$ cat src/rtl/core/pcsw_pkg.sv
package pcsw_pkg;

  localparam logic [1:0] KIND_SIG   = 2'd0;
  localparam logic [1:0] KIND_CHUNK = 2'd1;
  localparam logic [1:0] KIND_OVL   = 2'd2;

  localparam logic [31:0] TAG_IEND = 32'h49454E44;
  localparam int unsigned CHUNK_OVERHEAD = 12;
  localparam int unsigned SIG_LEN = 8;

  typedef struct packed {
    logic [1:0]  kind;
    logic [31:0] tag;
    logic        good;
    logic        endc;
  } rec_meta_t;

  function automatic logic [7:0] magic_byte(input logic [2:0] idx);
    logic [7:0] b;
    unique case (idx)
      3'd0: b = 8'h89;
      3'd1: b = 8'h50;
      3'd2: b = 8'h4E;
      3'd3: b = 8'h47;
      3'd4: b = 8'h0D;
      3'd5: b = 8'h0A;
      3'd6: b = 8'h1A;
      3'd7: b = 8'h0A;
      default: b = 8'h00;
    endcase
    return b;
  endfunction

endpackage

$ cat src/rtl/core/pcsw_if.sv
interface pcsw_in_if;
  logic       valid;
  logic       ready;
  logic [7:0] data_byte;
  logic       final_byte;

  modport source (output valid, data_byte, final_byte, input ready);
  modport sink (input valid, data_byte, final_byte, output ready);
endinterface

interface pcsw_out_if #(parameter int OFFSET_BITS = 48);
  logic                   valid;
  logic                   ready;
  logic [1:0]             record_kind;
  logic [OFFSET_BITS-1:0] record_offset;
  logic [OFFSET_BITS-1:0] record_size;
  logic [31:0]            chunk_tag;
  logic                   signature_good;
  logic                   end_chunk;

  modport source (output valid, record_kind, record_offset, record_size, chunk_tag,
                  signature_good, end_chunk, input ready);
  modport sink (input valid, record_kind, record_offset, record_size, chunk_tag,
                signature_good, end_chunk, output ready);
endinterface

$ cat src/rtl/core/png_chunk_stream_walker_core.sv
// Channel   Dir  Beat
// in_ch     in   data_byte[7:0], final_byte
// out_ch    out  record_kind, record_offset, record_size, chunk_tag,
//                signature_good, end_chunk
// cfg       in   cfg_we, cfg_data[2:0] (parts_mask)
//
// One byte per cycle while the queue has room; a record passes through the queue and the output register.
// The front walker advances phase and offsets on every accepted byte; a two-entry queue and
// the output register let it run ahead of a stalled output by up to three records.
// Synchronous reset clears the walk, the queue and sets parts_mask to 7.
// in_ch.ready drops only while the queue is full.
module png_chunk_stream_walker_core #(
  parameter int OFFSET_BITS = 48
) (
  input  logic       clk,
  input  logic       rst,
  pcsw_in_if.sink    in_ch,
  pcsw_out_if.source out_ch,
  input  logic       cfg_we,
  input  logic [2:0] cfg_data
);

  localparam int QW = $bits(pcsw_pkg::rec_meta_t) + 2 * OFFSET_BITS;

  logic                   ev_valid;
  logic                   ev_ready;
  pcsw_pkg::rec_meta_t    ev_meta;
  logic [OFFSET_BITS-1:0] ev_ofs;
  logic [OFFSET_BITS-1:0] ev_size;

  logic                   q_valid;
  logic                   q_pop;
  logic [QW-1:0]          q_data;
  pcsw_pkg::rec_meta_t    q_meta;
  logic [OFFSET_BITS-1:0] q_ofs;
  logic [OFFSET_BITS-1:0] q_size;

  pcsw_front #(.OFFSET_BITS(OFFSET_BITS)) u_front (
    .clk      (clk),
    .rst      (rst),
    .in_ch    (in_ch),
    .ev_valid (ev_valid),
    .ev_ready (ev_ready),
    .ev_meta  (ev_meta),
    .ev_ofs   (ev_ofs),
    .ev_size  (ev_size)
  );

  pcsw_queue #(.W(QW)) u_queue (
    .clk        (clk),
    .rst        (rst),
    .push       (ev_valid),
    .push_ready (ev_ready),
    .push_data  ({ev_meta, ev_ofs, ev_size}),
    .pop        (q_pop),
    .pop_valid  (q_valid),
    .pop_data   (q_data)
  );

  assign {q_meta, q_ofs, q_size} = q_data;

  pcsw_back #(.OFFSET_BITS(OFFSET_BITS)) u_back (
    .clk      (clk),
    .rst      (rst),
    .q_valid  (q_valid),
    .q_pop    (q_pop),
    .q_meta   (q_meta),
    .q_ofs    (q_ofs),
    .q_size   (q_size),
    .out_ch   (out_ch),
    .cfg_we   (cfg_we),
    .cfg_data (cfg_data)
  );

endmodule

$ cat src/rtl/core/pcsw_front.sv
module pcsw_front #(
  parameter int OFFSET_BITS = 48
) (
  input  logic                   clk,
  input  logic                   rst,
  pcsw_in_if.sink                in_ch,
  output logic                   ev_valid,
  input  logic                   ev_ready,
  output pcsw_pkg::rec_meta_t    ev_meta,
  output logic [OFFSET_BITS-1:0] ev_ofs,
  output logic [OFFSET_BITS-1:0] ev_size
);

  localparam logic [OFFSET_BITS-1:0] OFS_MAX = {OFFSET_BITS{1'b1}};
  localparam logic [OFFSET_BITS-1:0] FIRST_CHUNK = OFFSET_BITS'(pcsw_pkg::SIG_LEN);

  typedef enum logic [2:0] {PH_SIG, PH_LEN, PH_TYPE, PH_DATA, PH_CRC, PH_DONE} phase_t;

  phase_t                 phase, phase_next;
  logic [31:0]            count, count_next, count_inc;
  logic [OFFSET_BITS-1:0] file_offset, file_offset_next, total;
  logic [OFFSET_BITS-1:0] chunk_start, chunk_start_next;
  logic [31:0]            chunk_length, chunk_length_next;
  logic [31:0]            chunk_type, chunk_type_next;
  logic                   sig_match, sig_match_next;
  logic [OFFSET_BITS:0]   chunk_size;
  logic                   acc;

  assign acc         = in_ch.valid && in_ch.ready;
  assign in_ch.ready = ev_ready;
  assign count_inc   = count + 32'd1;
  assign total       = (file_offset == OFS_MAX) ? file_offset : file_offset + 1'b1;
  assign chunk_size  = {1'b0, OFFSET_BITS'(chunk_length)}
                     + (OFFSET_BITS+1)'(pcsw_pkg::CHUNK_OVERHEAD);

  always_comb begin
    phase_next        = phase;
    count_next        = count;
    file_offset_next  = file_offset;
    chunk_start_next  = chunk_start;
    chunk_length_next = chunk_length;
    chunk_type_next   = chunk_type;
    sig_match_next    = sig_match;
    ev_valid          = 1'b0;
    ev_meta           = '0;
    ev_ofs            = '0;
    ev_size           = '0;
    if (acc) begin
      unique case (phase)
        PH_SIG: begin
          sig_match_next = sig_match &&
                           (in_ch.data_byte == pcsw_pkg::magic_byte(count[2:0]));
          if (count[2:0] == 3'd7) begin
            phase_next    = PH_LEN;
            count_next    = '0;
            ev_valid      = 1'b1;
            ev_meta.kind  = pcsw_pkg::KIND_SIG;
            ev_meta.good  = sig_match_next;
            ev_size       = FIRST_CHUNK;
          end else begin
            count_next = count_inc;
          end
        end
        PH_LEN: begin
          chunk_length_next = {chunk_length[23:0], in_ch.data_byte};
          if (count[1:0] == 2'd3) begin
            phase_next = PH_TYPE;
            count_next = '0;
          end else begin
            count_next = count_inc;
          end
        end
        PH_TYPE: begin
          chunk_type_next = {chunk_type[23:0], in_ch.data_byte};
          if (count[1:0] == 2'd3) begin
            phase_next = (chunk_length == '0) ? PH_CRC : PH_DATA;
            count_next = '0;
          end else begin
            count_next = count_inc;
          end
        end
        PH_DATA: begin
          if (count_inc == chunk_length) begin
            phase_next = PH_CRC;
            count_next = '0;
          end else begin
            count_next = count_inc;
          end
        end
        PH_CRC: begin
          if (count[1:0] == 2'd3) begin
            ev_valid          = 1'b1;
            ev_meta.kind      = pcsw_pkg::KIND_CHUNK;
            ev_meta.tag       = chunk_type;
            ev_meta.endc      = (chunk_type == pcsw_pkg::TAG_IEND);
            ev_ofs            = chunk_start;
            ev_size           = chunk_size[OFFSET_BITS-1:0];
            chunk_start_next  = total;
            count_next        = '0;
            chunk_length_next = '0;
            chunk_type_next   = '0;
            phase_next        = (chunk_type == pcsw_pkg::TAG_IEND) ? PH_DONE : PH_LEN;
          end else begin
            count_next = count_inc;
          end
        end
        PH_DONE: ;
        default: ;
      endcase
      file_offset_next = total;

      if (in_ch.final_byte) begin
        if (phase_next == PH_SIG) begin
          // short file: signature fails
          ev_valid     = 1'b1;
          ev_meta      = '0;
          ev_meta.kind = pcsw_pkg::KIND_SIG;
          ev_ofs       = '0;
          ev_size      = FIRST_CHUNK;
        end else if (!ev_valid) begin
          // overlay candidate; back end drops it when empty
          ev_valid     = 1'b1;
          ev_meta      = '0;
          ev_meta.kind = pcsw_pkg::KIND_OVL;
          ev_ofs       = chunk_start_next;
          ev_size      = total;
        end
        phase_next        = PH_SIG;
        count_next        = '0;
        file_offset_next  = '0;
        chunk_start_next  = FIRST_CHUNK;
        chunk_length_next = '0;
        chunk_type_next   = '0;
        sig_match_next    = 1'b1;
      end
    end
  end

  always_ff @(posedge clk) begin
    if (rst) begin
      phase        <= PH_SIG;
      count        <= '0;
      file_offset  <= '0;
      chunk_start  <= FIRST_CHUNK;
      chunk_length <= '0;
      chunk_type   <= '0;
      sig_match    <= 1'b1;
    end else begin
      phase        <= phase_next;
      count        <= count_next;
      file_offset  <= file_offset_next;
      chunk_start  <= chunk_start_next;
      chunk_length <= chunk_length_next;
      chunk_type   <= chunk_type_next;
      sig_match    <= sig_match_next;
    end
  end

  a_final_clears: assert property (@(posedge clk) disable iff (rst)
    (acc && in_ch.final_byte) |=> (phase == PH_SIG && file_offset == '0 && sig_match))
    else $error("walk state not cleared after final beat");

  a_data_nonzero: assert property (@(posedge clk) disable iff (rst)
    (phase == PH_DATA) |-> (chunk_length != '0))
    else $error("data phase entered with zero chunk length");

endmodule

$ cat src/rtl/core/pcsw_queue.sv
module pcsw_queue #(
  parameter int W = 8
) (
  input  logic         clk,
  input  logic         rst,
  input  logic         push,
  output logic         push_ready,
  input  logic [W-1:0] push_data,
  input  logic         pop,
  output logic         pop_valid,
  output logic [W-1:0] pop_data
);

  logic [W-1:0] mem [2];
  logic         wr_ptr;
  logic         rd_ptr;
  logic [1:0]   fill;

  assign push_ready = (fill != 2'd2);
  assign pop_valid  = (fill != 2'd0);
  assign pop_data   = mem[rd_ptr];

  always_ff @(posedge clk) begin
    if (rst) begin
      wr_ptr <= 1'b0;
      rd_ptr <= 1'b0;
      fill   <= 2'd0;
    end else begin
      if (push) wr_ptr <= ~wr_ptr;
      if (pop) rd_ptr <= ~rd_ptr;
      if (push && !pop) begin
        fill <= fill + 2'd1;
      end else if (pop && !push) begin
        fill <= fill - 2'd1;
      end
    end
  end

  always_ff @(posedge clk) begin
    if (push) mem[wr_ptr] <= push_data;
  end

endmodule

$ cat src/rtl/core/pcsw_back.sv
module pcsw_back #(
  parameter int OFFSET_BITS = 48
) (
  input  logic                   clk,
  input  logic                   rst,
  input  logic                   q_valid,
  output logic                   q_pop,
  input  pcsw_pkg::rec_meta_t    q_meta,
  input  logic [OFFSET_BITS-1:0] q_ofs,
  input  logic [OFFSET_BITS-1:0] q_size,
  pcsw_out_if.source             out_ch,
  input  logic                   cfg_we,
  input  logic [2:0]             cfg_data
);

  logic [2:0]             parts_mask;
  logic                   out_valid;
  logic [1:0]             kind;
  logic [OFFSET_BITS-1:0] offset;
  logic [OFFSET_BITS-1:0] size;
  logic [31:0]            tag;
  logic                   good;
  logic                   endc;
  logic                   emit;
  logic [OFFSET_BITS-1:0] ovl_size;

  assign q_pop    = q_valid && (!out_valid || out_ch.ready);
  assign ovl_size = q_size - q_ofs;

  always_comb begin
    unique case (q_meta.kind)
      pcsw_pkg::KIND_SIG:   emit = parts_mask[0];
      pcsw_pkg::KIND_CHUNK: emit = parts_mask[1];
      pcsw_pkg::KIND_OVL:   emit = parts_mask[2] && (q_ofs < q_size);
      default:              emit = 1'b0;
    endcase
  end

  always_ff @(posedge clk) begin
    if (rst) begin
      out_valid  <= 1'b0;
      parts_mask <= 3'b111;
    end else begin
      if (cfg_we) parts_mask <= cfg_data;
      if (q_pop) begin
        out_valid <= emit;
      end else if (out_ch.ready) begin
        out_valid <= 1'b0;
      end
    end
  end

  // payload: load on pop, drop masked records by leaving valid low
  always_ff @(posedge clk) begin
    if (q_pop) begin
      kind   <= q_meta.kind;
      offset <= q_ofs;
      size   <= (q_meta.kind == pcsw_pkg::KIND_OVL) ? ovl_size : q_size;
      tag    <= q_meta.tag;
      good   <= q_meta.good;
      endc   <= q_meta.endc;
    end
  end

  assign out_ch.valid          = out_valid;
  assign out_ch.record_kind    = kind;
  assign out_ch.record_offset  = offset;
  assign out_ch.record_size    = size;
  assign out_ch.chunk_tag      = tag;
  assign out_ch.signature_good = good;
  assign out_ch.end_chunk      = endc;

  a_ovl_nonempty: assert property (@(posedge clk) disable iff (rst)
    (out_valid && kind == pcsw_pkg::KIND_OVL) |-> (size != '0))
    else $error("empty overlay record emitted");

  a_sig_shape: assert property (@(posedge clk) disable iff (rst)
    (out_valid && kind == pcsw_pkg::KIND_SIG) |->
      (offset == '0 && size == OFFSET_BITS'(pcsw_pkg::SIG_LEN) && !endc && tag == '0))
    else $error("malformed signature record");

  a_nonchunk_clean: assert property (@(posedge clk) disable iff (rst)
    (out_valid && kind != pcsw_pkg::KIND_CHUNK) |-> (tag == '0 && !endc))
    else $error("chunk fields set on non-chunk record");

endmodule

$ cat src/flat_wrapper.sv
// flat-port wrapper written by rule: the top's interface ports become plain ports
module png_chunk_stream_walker_core_flat 
#(
  parameter int OFFSET_BITS = 48
)
  (clk, rst, cfg_we, cfg_data, in_ch_valid, in_ch_data_byte, in_ch_final_byte, in_ch_ready, out_ch_valid, out_ch_record_kind, out_ch_record_offset, out_ch_record_size, out_ch_chunk_tag, out_ch_signature_good, out_ch_end_chunk, out_ch_ready);
  pcsw_in_if in_ch_i ();
  pcsw_out_if #(.OFFSET_BITS(OFFSET_BITS)) out_ch_i ();
  input  logic clk;
  input  logic rst;
  input  logic cfg_we;
  input  logic [2:0] cfg_data;
  input wire logic [$bits(in_ch_i.valid)-1:0] in_ch_valid;
  input wire logic [$bits(in_ch_i.data_byte)-1:0] in_ch_data_byte;
  input wire logic [$bits(in_ch_i.final_byte)-1:0] in_ch_final_byte;
  output wire logic [$bits(in_ch_i.ready)-1:0] in_ch_ready;
  output wire logic [$bits(out_ch_i.valid)-1:0] out_ch_valid;
  output wire logic [$bits(out_ch_i.record_kind)-1:0] out_ch_record_kind;
  output wire logic [$bits(out_ch_i.record_offset)-1:0] out_ch_record_offset;
  output wire logic [$bits(out_ch_i.record_size)-1:0] out_ch_record_size;
  output wire logic [$bits(out_ch_i.chunk_tag)-1:0] out_ch_chunk_tag;
  output wire logic [$bits(out_ch_i.signature_good)-1:0] out_ch_signature_good;
  output wire logic [$bits(out_ch_i.end_chunk)-1:0] out_ch_end_chunk;
  input wire logic [$bits(out_ch_i.ready)-1:0] out_ch_ready;
  assign in_ch_i.valid = in_ch_valid;
  assign in_ch_i.data_byte = in_ch_data_byte;
  assign in_ch_i.final_byte = in_ch_final_byte;
  assign in_ch_ready = in_ch_i.ready;
  assign out_ch_valid = out_ch_i.valid;
  assign out_ch_record_kind = out_ch_i.record_kind;
  assign out_ch_record_offset = out_ch_i.record_offset;
  assign out_ch_record_size = out_ch_i.record_size;
  assign out_ch_chunk_tag = out_ch_i.chunk_tag;
  assign out_ch_signature_good = out_ch_i.signature_good;
  assign out_ch_end_chunk = out_ch_i.end_chunk;
  assign out_ch_i.ready = out_ch_ready;
  png_chunk_stream_walker_core #(.OFFSET_BITS(OFFSET_BITS)) u_core (.clk(clk), .rst(rst), .in_ch(in_ch_i), .out_ch(out_ch_i), .cfg_we(cfg_we), .cfg_data(cfg_data));
endmodule
$ cat config.mk
export PLATFORM = sky130hd
export DESIGN_NAME = png_chunk_stream_walker_core_flat
export DESIGN_NICKNAME = d
export VERILOG_FILES = /design/src/rtl/core/pcsw_pkg.sv /design/src/rtl/core/pcsw_if.sv /design/src/rtl/core/png_chunk_stream_walker_core.sv /design/src/rtl/core/pcsw_front.sv /design/src/rtl/core/pcsw_queue.sv /design/src/rtl/core/pcsw_back.sv /design/src/flat_wrapper.sv
export SDC_FILE = /design/constraint.sdc
export NUM_CORES = 1
export LEC_CHECK = 0
export ABC_AREA = 1
export BUFFER_PORTS_ARGS = -buffer_cell sky130_fd_sc_hd__buf_4
export CORE_MARGIN = 4
export CORE_UTILIZATION = 35
export CTS_BUF_LIST = sky130_fd_sc_hd__clkbuf_8
export CTS_CLUSTER_SIZE = 30
export DETAILED_ROUTE_END_ITERATION = 10
export HOLD_SLACK_MARGIN = 0.08
export PLACE_DENSITY_LB_ADDON = 0.25
export SYNTH_ARGS = -nofsm -noshare
export SYNTH_HDL_FRONTEND = slang
export SYNTH_SLANG_ARGS = --single-unit
$ cat constraint.sdc
create_clock -name clk -period 28 [get_ports clk]
set_input_delay 5.6 -clock clk [delete_from_list [all_inputs] [get_ports clk]]
set_output_delay 5.6 -clock clk [all_outputs]
set_load 0.05 [all_outputs]
* After elaboration in Yosys (flattened, before gate mapping)
Memory sizes are Yosys's and may differ from the RTL's. A register that Yosys moved wholly into a read port is not among the register bits.
Cells that the tools add are included.
** Storage, ports and cells
- Word-level logic and storage cells :: 140
- Flip-flop bits (word level) :: 336
- Input port bits :: 17
- Output and inout bits :: 134
- RAM bits :: 264
- Memories :: 2
- Memory bits (read-only) :: 56
** Operators by class
- $add $sub $neg :: 6
- Order comparisons :: 1
- Eq/ne operators :: 14
- Bitwise logic cells :: 2
- Reduce and logical (&&, ||, !) cells :: 26
- Mux-type cells :: 71
** Memories
- u_core.u_queue.mem :: words 2, bits a word 132, rd ports 1, clocked after memory_dff 1, wr ports 1, line pcsw_queue.sv:14 : logic [W-1:0] mem [2];
- (name not given) :: words 8, bits a word 7, rd ports 1, clocked after memory_dff 1, wr ports 0, line pcsw_pkg.sv:20 : unique case (idx)
** Operators with widths (count)
- 48-bit 2-to-1 mux :: 16
- 32-bit 2-to-1 mux :: 8
- 36-bit 2-to-1 mux :: 4
- 32-bit case mux with 2 select lines :: 2
- 32-bit case mux with 3 select lines :: 1
- 33-bit 2-to-1 mux :: 2
- 33-bit case mux with 2 select lines :: 1
- 48-bit by 1-bit adder with 48-bit output (second input constant) :: 1
- 48-bit equality test (second input constant) :: 1
- 48-bit less-than comparator :: 1
- 48-bit subtractor :: 1
- 32-bit by 4-bit adder with 33-bit output (second input constant) :: 1
- 3-bit 2-to-1 mux :: 11
- 32-bit by 1-bit adder with 32-bit output (second input constant) :: 1
- 32-bit by 31-bit equality test with 1-bit output (second input constant) :: 1
- 32-bit equality test :: 1
- 32-bit zero test :: 1
- 1-bit 2-to-1 mux :: 17
- 8-bit 2-to-1 mux :: 2
- 3-bit case mux with 5 select lines :: 1
- 8-bit equality test :: 1
- 2-bit nonzero test :: 4
- 3-bit by 2-bit equality test with 1-bit output (second input constant) :: 2
- 3-bit equality test (second input constant) :: 2
- other kinds (22) :: 37

* Logic depth before layout (Yosys ltp)
Gate-level depths: netlist of run 1.
- Depth after elaboration :: 11
- Gate-level depth with buffers :: 25
- Mapped depth without buffers :: 23

* Cells and area by module
From an unflattened synthesis of run 1, not the netlist that was laid out.
** Second synthesis, totals
- Cells, all modules :: 3875
- Area, all modules :: 32887.8 µm²
** Modules (own cells, without submodules)
- pcsw_front :: cells an instance 2332, instances 1, sequential area each 4063.9 µm², area each 14156.1 µm²
- pcsw_queue :: cells an instance 444, instances 1, sequential area each 8027.7 µm², area each 10082.2 µm²
- pcsw_back :: cells an instance 1099, instances 1, sequential area each 4043.9 µm², area each 8649.5 µm²

* Worst setup path after synthesis of run 1
No wires, ideal clock.
- Path type :: in2reg
- Start :: input port out_ch_ready
- End :: register u_core.u_queue.fill[1]
- Setup time :: 0.122 ns
- Arrival time :: 13.340 ns
- Buffers on the path :: 0
- Stages on the path :: 8
- Slack :: 14.538 ns
- Data required time :: 27.878 ns
- Path through :: nor2_1 > a21oi_1 > inv_1 > ha_1 > a21oi_1 > o21ai_0 > o21ai_0 > a21oi_1
** On the way
- Cells in the longest elaborated chain, start to end :: 5
- Elaborated cells between the ends (all ways) :: 7
- Those cells by class :: mux (1); reduce/logical (6)
** Ends and longest elaborated chain
- from (decl) :: line flat_wrapper.sv:24 : input wire logic [$bits(out_ch_i.ready)-1:0] out_ch_ready;
- 1-bit logical OR * :: line pcsw_back.sv:27 : assign q_pop = q_valid && (!out_valid || out_ch.ready);
- 1-bit logical AND * :: line pcsw_back.sv:27
- via u_core.q_pop :: line png_chunk_stream_walker_core.sv:32 : logic q_pop;
- 1-bit zero test :: line pcsw_queue.sv:31 : if (push && !pop) begin
- 1-bit logical AND :: line pcsw_queue.sv:31
- 2-bit 2-to-1 mux / 2-bit nonzero test (equally long branches)
- to (signal assigned) :: line pcsw_queue.sv:32 : fill <= fill + 2'd1;
- to (signal assigned) :: line pcsw_queue.sv:34 : fill <= fill - 2'd1;
- to (decl) :: line pcsw_queue.sv:17 : logic [1:0] fill;
The timed path passes the listed nets; every way through them passes the cells marked *.
A chain may end at the register's enable or synchronous reset.

==> results.toml, run 1 <==
[status]
status = "complete, no violations"

[clocking]
cts.sinks = 608
clk_pin_slew_worst_paths_ns = 0.06
cts_buffer_depth = 3
holdBufCountCts = 0
cts_buffers = 102
cts_tree = "yes"
root_buffer = "clkbuf_8"
cts_resized = 0
clk_latency_ns = 0.76
h-tree-depth = 3
post-cts-setup-buffer-count = 0

[setup_path]
path_cells = "buf_4 -> nand2_4 -> clkinv_1 -> nand2_1 -> nand2_1 -> inv_1 -> nand2_1 -> a21oi_1 -> inv_1 -> ha_1 -> nand2_1 -> nand2_1"
cpMostUsedCell = "nand2_1"
crit_start = "in_ch_valid"
crit_path_max_fanout = 34
start_kind = "input port"
end_kind = "flop"
slowest_delay_ns = 0.77
worstPathArrival_ns = 8.82
cp.required_ns = 28.60
reg2regPathDepth = 20
cp_slowest_cell = "inv_1"
critical_path_class = "in2reg"

[floorplanning]
die_area_um2 = 94100
die_h_um = 307
coreArea_um2 = 88500
die_x_um = 307
boundaryPins = 151
row_count = 109
start_util_pct = 35.3

[detailed_routing]
via_per_inst = 5.11
drt-initial-drc-count = 2558
dr.pass1.iters = 5
vias = 26386
drt_wl_total_um = 96200
antenna_left = 0
wl_per_cell_um = 18.7
drc = 0

[timing]
hold-worst-slack_ns = 0.457
fin_tns_setup_ns = 0
fmax_ghz = 0.122
setup_viol = 0
period_needed_ns = 8.22
fin_skew_ns = 0.0614
fin_crit_sh_pct = 29.4
slew_headroom_pct = 25.6
timing_hold_violations_final = 0
grt_setup_unrepaired = "no"
slew_violations = 0
worst_slack_ns = 19.78
tightest_slew_ns = 1.11

[pwr]
powerDensity_nw_per_um2 = 98.7
power_mw = 3.52
cellLeakagePower_nw = 14.2
peakVddDrop_uv = 52.4

[flow_run]
maxCapViolCount = 0

[final_layout]
syn2layout_area_growth_pct = 14.1
nFillCells = 8939
layout.nets = 3982
final_cell_mix = "nand2_1, inv_1, edfxtp_1"
final_area_um2 = 35600
final_common_cell = "nand2_1"
final_layout_size_suffix_gt1_share_pct = 11.2

[global_routing]
grt_pass1_vias = 24506
antenna_found_initial = 1
grt_max_degree = 85
met3_usage_pct = 2.62
overflow = 0
use_met2_pct = 30.9
grt_use_total_pct = 20.0
grt_pass1_wl_um = 148000
use_met1_pct = 29.6
grt.busiest_layer = "met2"

[logic_synthesis]
ys.flop_type = "edfxtp_1"
synth_area_per_cell_um2 = 8.28
yosysSeqAreaShare_pct = 51.7
synthCells = 3774
ys_warn_count = 0
syn-cell-area_um2 = 31200
ys_ff_latch = 608
async_flop_share_pct = 0
synth-edff-count = 396
syn-num-nets = 3851
synth_cell_types = 55

[placement]
post_dp_cell_area_um2 = 33500
place.detailed.hpwl_um = 69400
portBuffers = 150
gp_congestion = 0.966
pre_cts_slack_ns = 18.99

[worst_hold_path]
worstHoldPathCells = 1
min_from = "u_core.u_queue.rd_ptr"
hp-class = "reg2reg"
## power by group
part / total [mW] / internal, mW / switching (mW)
Combinational: 1.45 / 0.399 / 1.05
Clock: 0.833 / 0.454 / 0.378
Sequential: 1.23 / 1.16 / 0.0727
Total: 3.52 / 2.01 / 1.50
## area by class of cell
cell class / count / area, µm² / area share (%)
timing repair buffer: 179 / 1340 / 3.77
clock buffer: 105 / 1450 / 4.06
clock inverter: 87 / 696 / 1.95
inverter: 477 / 1790 / 5.03
tap: 1165 / 1460 / 4.09
multi-input combinational: 2537 / 12800 / 35.8
sequential: 608 / 16100 / 45.3
antenna: 1 / 2.50 / 0.00702
## critical path, delay by kind of cell
family,cells,cell delay [ns]
simple gates,6,1.11
buf+inv,4,1.48
compound gates,1,0.28
fa+ha+maj,1,0.31
## per-layer routing
metal	up-vias	part of all wire, %
li1	13008	-
met5	-	0
met3	127	5.7
met1	12453	48
met4	0	2.0
met2	798	44
## registers in the layout, summed over array words and instances (netlist names), named ones only
register / cells
u_core.u_queue.mem: 264
u_core.u_back.out_ch.record_offset: 48
u_core.u_back.out_ch.record_size: 48
u_core.u_front.chunk_start: 48
u_core.u_front.file_offset: 48
u_core.u_back.out_ch.chunk_tag: 32
u_core.u_front.chunk_length: 32
u_core.u_front.chunk_type: 32
u_core.u_front.count: 32
u_core.u_back.parts_mask: 3
u_core.u_front.phase: 3
u_core.u_back.out_ch.record_kind: 2
u_core.u_queue.fill: 2
u_core.u_back.out_ch.end_chunk: 1
u_core.u_back.out_ch.signature_good: 1
u_core.u_back.out_ch.valid: 1
u_core.u_front.sig_match: 1
u_core.u_queue.rd_ptr: 1
u_core.u_queue.wr_ptr: 1
## worst paths after layout
check                                                       endpoint  slack, ns
worst max register to register  u_core.u_back.out_ch.record_size[44]      22.61
worst min-delay path                                            flop       0.46
worst max-delay path                                            flop      19.78
worst min register to register                                  flop       0.46
## through the flow
stage / std cells / utilization [%]
finish: 5159 / 40.3
global route: 5159 / 40.3
CTS: 5158 / 40.3
detailed placement: 4966 / 37.8
global placement: 4966 / 37.8
floorplan: 3774 / -
## cells in the mapped netlist, drive strengths merged (4+ instances only)
cell type	number	share of area, %
nand2	929	11
inv	476	5.7
edfxtp	396	38
a21oi	329	5.3
nor2	286	3.7
o21ai	283	4.5
dfxtp	212	14
nand3	201	3.2
clkbuf	138	1.7
nand4	61	1.2
ha	59	2.4
or2	59	1.2
xor2	52	1.5
a211oi	50	1.2
nor3	44	0.70
nor4	34	0.68
a31oi	29	0.58
xnor2	29	0.81
a221oi	25	0.70
buf	14	0.31
o22ai	10	0.20
o21a	6	0.14
a21boi	5	0.12
o211ai	5	0.12
o31ai	5	0.12
a21o	4	0.096
nand3b	4	0.096
o21bai	4	0.096
o221ai	4	0.11
## cells by family after synthesis
logic type / count (synthesis) / synth area share (%)
adder cells (fa/ha/maj): 60 / 2.43
buffers and inverters: 629 / 7.70
AND/OR/NAND/NOR: 1624 / 22.2
XOR/XNOR: 82 / 2.34
AO/OA/AOI/OAI: 769 / 13.6
multiplexers: 2 / 0.0641
flip-flops: 608 / 51.7
(Power assumes the default switching activity.)
==> run 2: changes to the inputs <==
clock period = 7.2 ns   (was 28 ns; I/O delays follow)
==> results.toml, run 2 (synthesis results as in run 1) <==
[clocking]
root_buffer = "clkbuf_8"
cts_buffers = 102
cts.sinks = 608
cts_resized = 0
post-cts-setup-buffer-count = 0
h-tree-depth = 3
cts_tree = "yes"
clk_latency_ns = 0.74
holdBufCountCts = 0
clk_pin_slew_worst_paths_ns = 0.06
cts_buffer_depth = 3

[final_layout]
final_layout_size_suffix_gt1_share_pct = 11.8
largest_register_ffs = 264
layout.nets = 3986
final_cell_mix = "nand2_1, inv_1, edfxtp_1"
max_flop_register = "u_core.u_queue.mem"
final_area_um2 = 35700
syn2layout_area_growth_pct = 14.2
final_common_cell = "nand2_1"
nFillCells = 8951
instances_no_fill = 5165

[setup_path]
start_kind = "flop"
crit_path_max_fanout = 82
cp.required_ns = 7.67
worstPathArrival_ns = 5.61
end_kind = "flop"
critical_path_class = "reg2reg"

[placement]
place_inst = 4970
gp_congestion = 0.920
place.detailed.hpwl_um = 70600
portBuffers = 150
post_dp_cell_area_um2 = 33500

[floorplanning]
die_area_um2 = 94100
coreArea_um2 = 88500
start_util_pct = 35.3
boundaryPins = 151
die_x_um = 307
row_count = 109
die_h_um = 307

[detailed_routing]
vias = 26313
via_per_inst = 5.09
antenna_left = 0
drt_wl_total_um = 96600
dr.pass1.iters = 6
drc = 0
wl_per_cell_um = 18.7
drt-initial-drc-count = 1937

[pwr]
powerDensity_nw_per_um2 = 384
cellLeakagePower_nw = 14.2
sw_frac_of_total_pct = 42.9
p_int_mw = 7.81
power_frac_clock_pct = 23.6
peakVddDrop_uv = 204
pwr-share-comb_pct = 41.5
pwr-share-seq_pct = 34.9
p_switching_mw = 5.87

[global_routing]
overflow = 0
antenna_found_initial = 2
grt_use_total_pct = 20.1
grt_pass1_wl_um = 148000
grt_max_degree = 83
grt_pass1_vias = 24899

[timing]
fin_crit_sh_pct = 71.5
grt_setup_unrepaired = "no"
slew_violations = 0
setup_viol = 0
tightest_slew_ns = 1.15
fin_tns_setup_ns = 0
timing_hold_violations_final = 0
fin_skew_ns = 0.0584
fmax_ghz = 0.194
slew_headroom_pct = 23.2
period_needed_ns = 5.14

[status]
status = "complete, no violations"

[flow_run]
maxCapViolCount = 0

[worst_hold_path]
hp-class = "reg2reg"
-- run 2: changes by cell type in the layout (fill, tap and decap cells not counted), moves of 4 or more --
| cell | before | now |
|---|---|---|
| clkinvlp_4 | 1 | 7 |
| inv_1 | 469 | 452 |
| clkinv_2 | 10 | 21 |
| clkbuf_8 | 105 | 109 |
| buf_4 | 179 | 183 |
-- run 2: power groups by stage --
| stage | Clock, mW | Sequential (mW) | Combinational, mW |
|---|---|---|---|
| 2_1_floorplan | 0 | 6.11 | 2.69 |
| 4_1_cts | 3.32 | 4.79 | 5.70 |
| 3_3_place_gp | 0 | 4.85 | 5.70 |
| 3_5_place_dp | 0 | 4.86 | 5.69 |
| 6_report | 3.23 | 4.78 | 5.68 |
| 5_1_grt | 3.47 | 4.84 | 6.17 |
-- run 2: path summary, 6_finish.rpt --
kind,from,end,slack [ns],cells after the start
worst max-delay path,flop,u_core.u_back.out_ch.record_size[44],2.06,14
worst min-delay path,u_core.u_queue.rd_ptr,flop,0.46,1
worst max register to register,flop,u_core.u_back.out_ch.record_size[44],2.06,14
worst min register to register,u_core.u_queue.rd_ptr,flop,0.46,1
-- run 2: routing by layer --
layer  GRT usage, %  up-vias  wire length (µm)
met2           31.2      767             42500
met5              0        -                 0
met3           2.89      151              5530
met4           6.11        0              2460
met1           29.1    12376             46000
li1               -    13019                 -
-- run 2: metrics by stage --
step	util, %	total power, mW	hold slack, ns	setup WS, ns
after global placement	37.9	10.5	0.438	1.97
after global routing	40.3	14.5	0.480	1.63
final	40.3	13.7	0.461	2.06
after detailed placement	37.9	10.5	0.443	1.98
after CTS	40.3	13.8	0.459	1.96
after floorplan	-	8.81	0.424	0.985
-- run 2: worst max-delay path, stage by stage, from the launching register on --
cell     delay (ns)
dfxtp_4        0.75
buf_4          0.75
o21ai_0        0.38
ha_1           0.48
nand2_1        0.17
nor4_1         0.66
a21oi_1        0.36
o21ai_0        0.37
a21oi_1        0.19
o21ai_0        0.29
nand3_1        0.17
nand2_1        0.09
nand2_1        0.05
nand3_1        0.06
nand2_1        0.05
-- run 2: area by class of cell --
cell class / instances / area, µm² / share of cell area (%)
Clock buffer: 109 / 1500 / 4.20
Inverter: 477 / 1790 / 5.02
Clock inverter: 84 / 658 / 1.84
Sequential cell: 608 / 16100 / 45.2
Tap cell: 1165 / 1460 / 4.09
Multi-Input combinational cell: 2537 / 12800 / 35.7
Antenna cell: 2 / 5.00 / 0.0140
Timing Repair Buffer: 183 / 1370 / 3.85
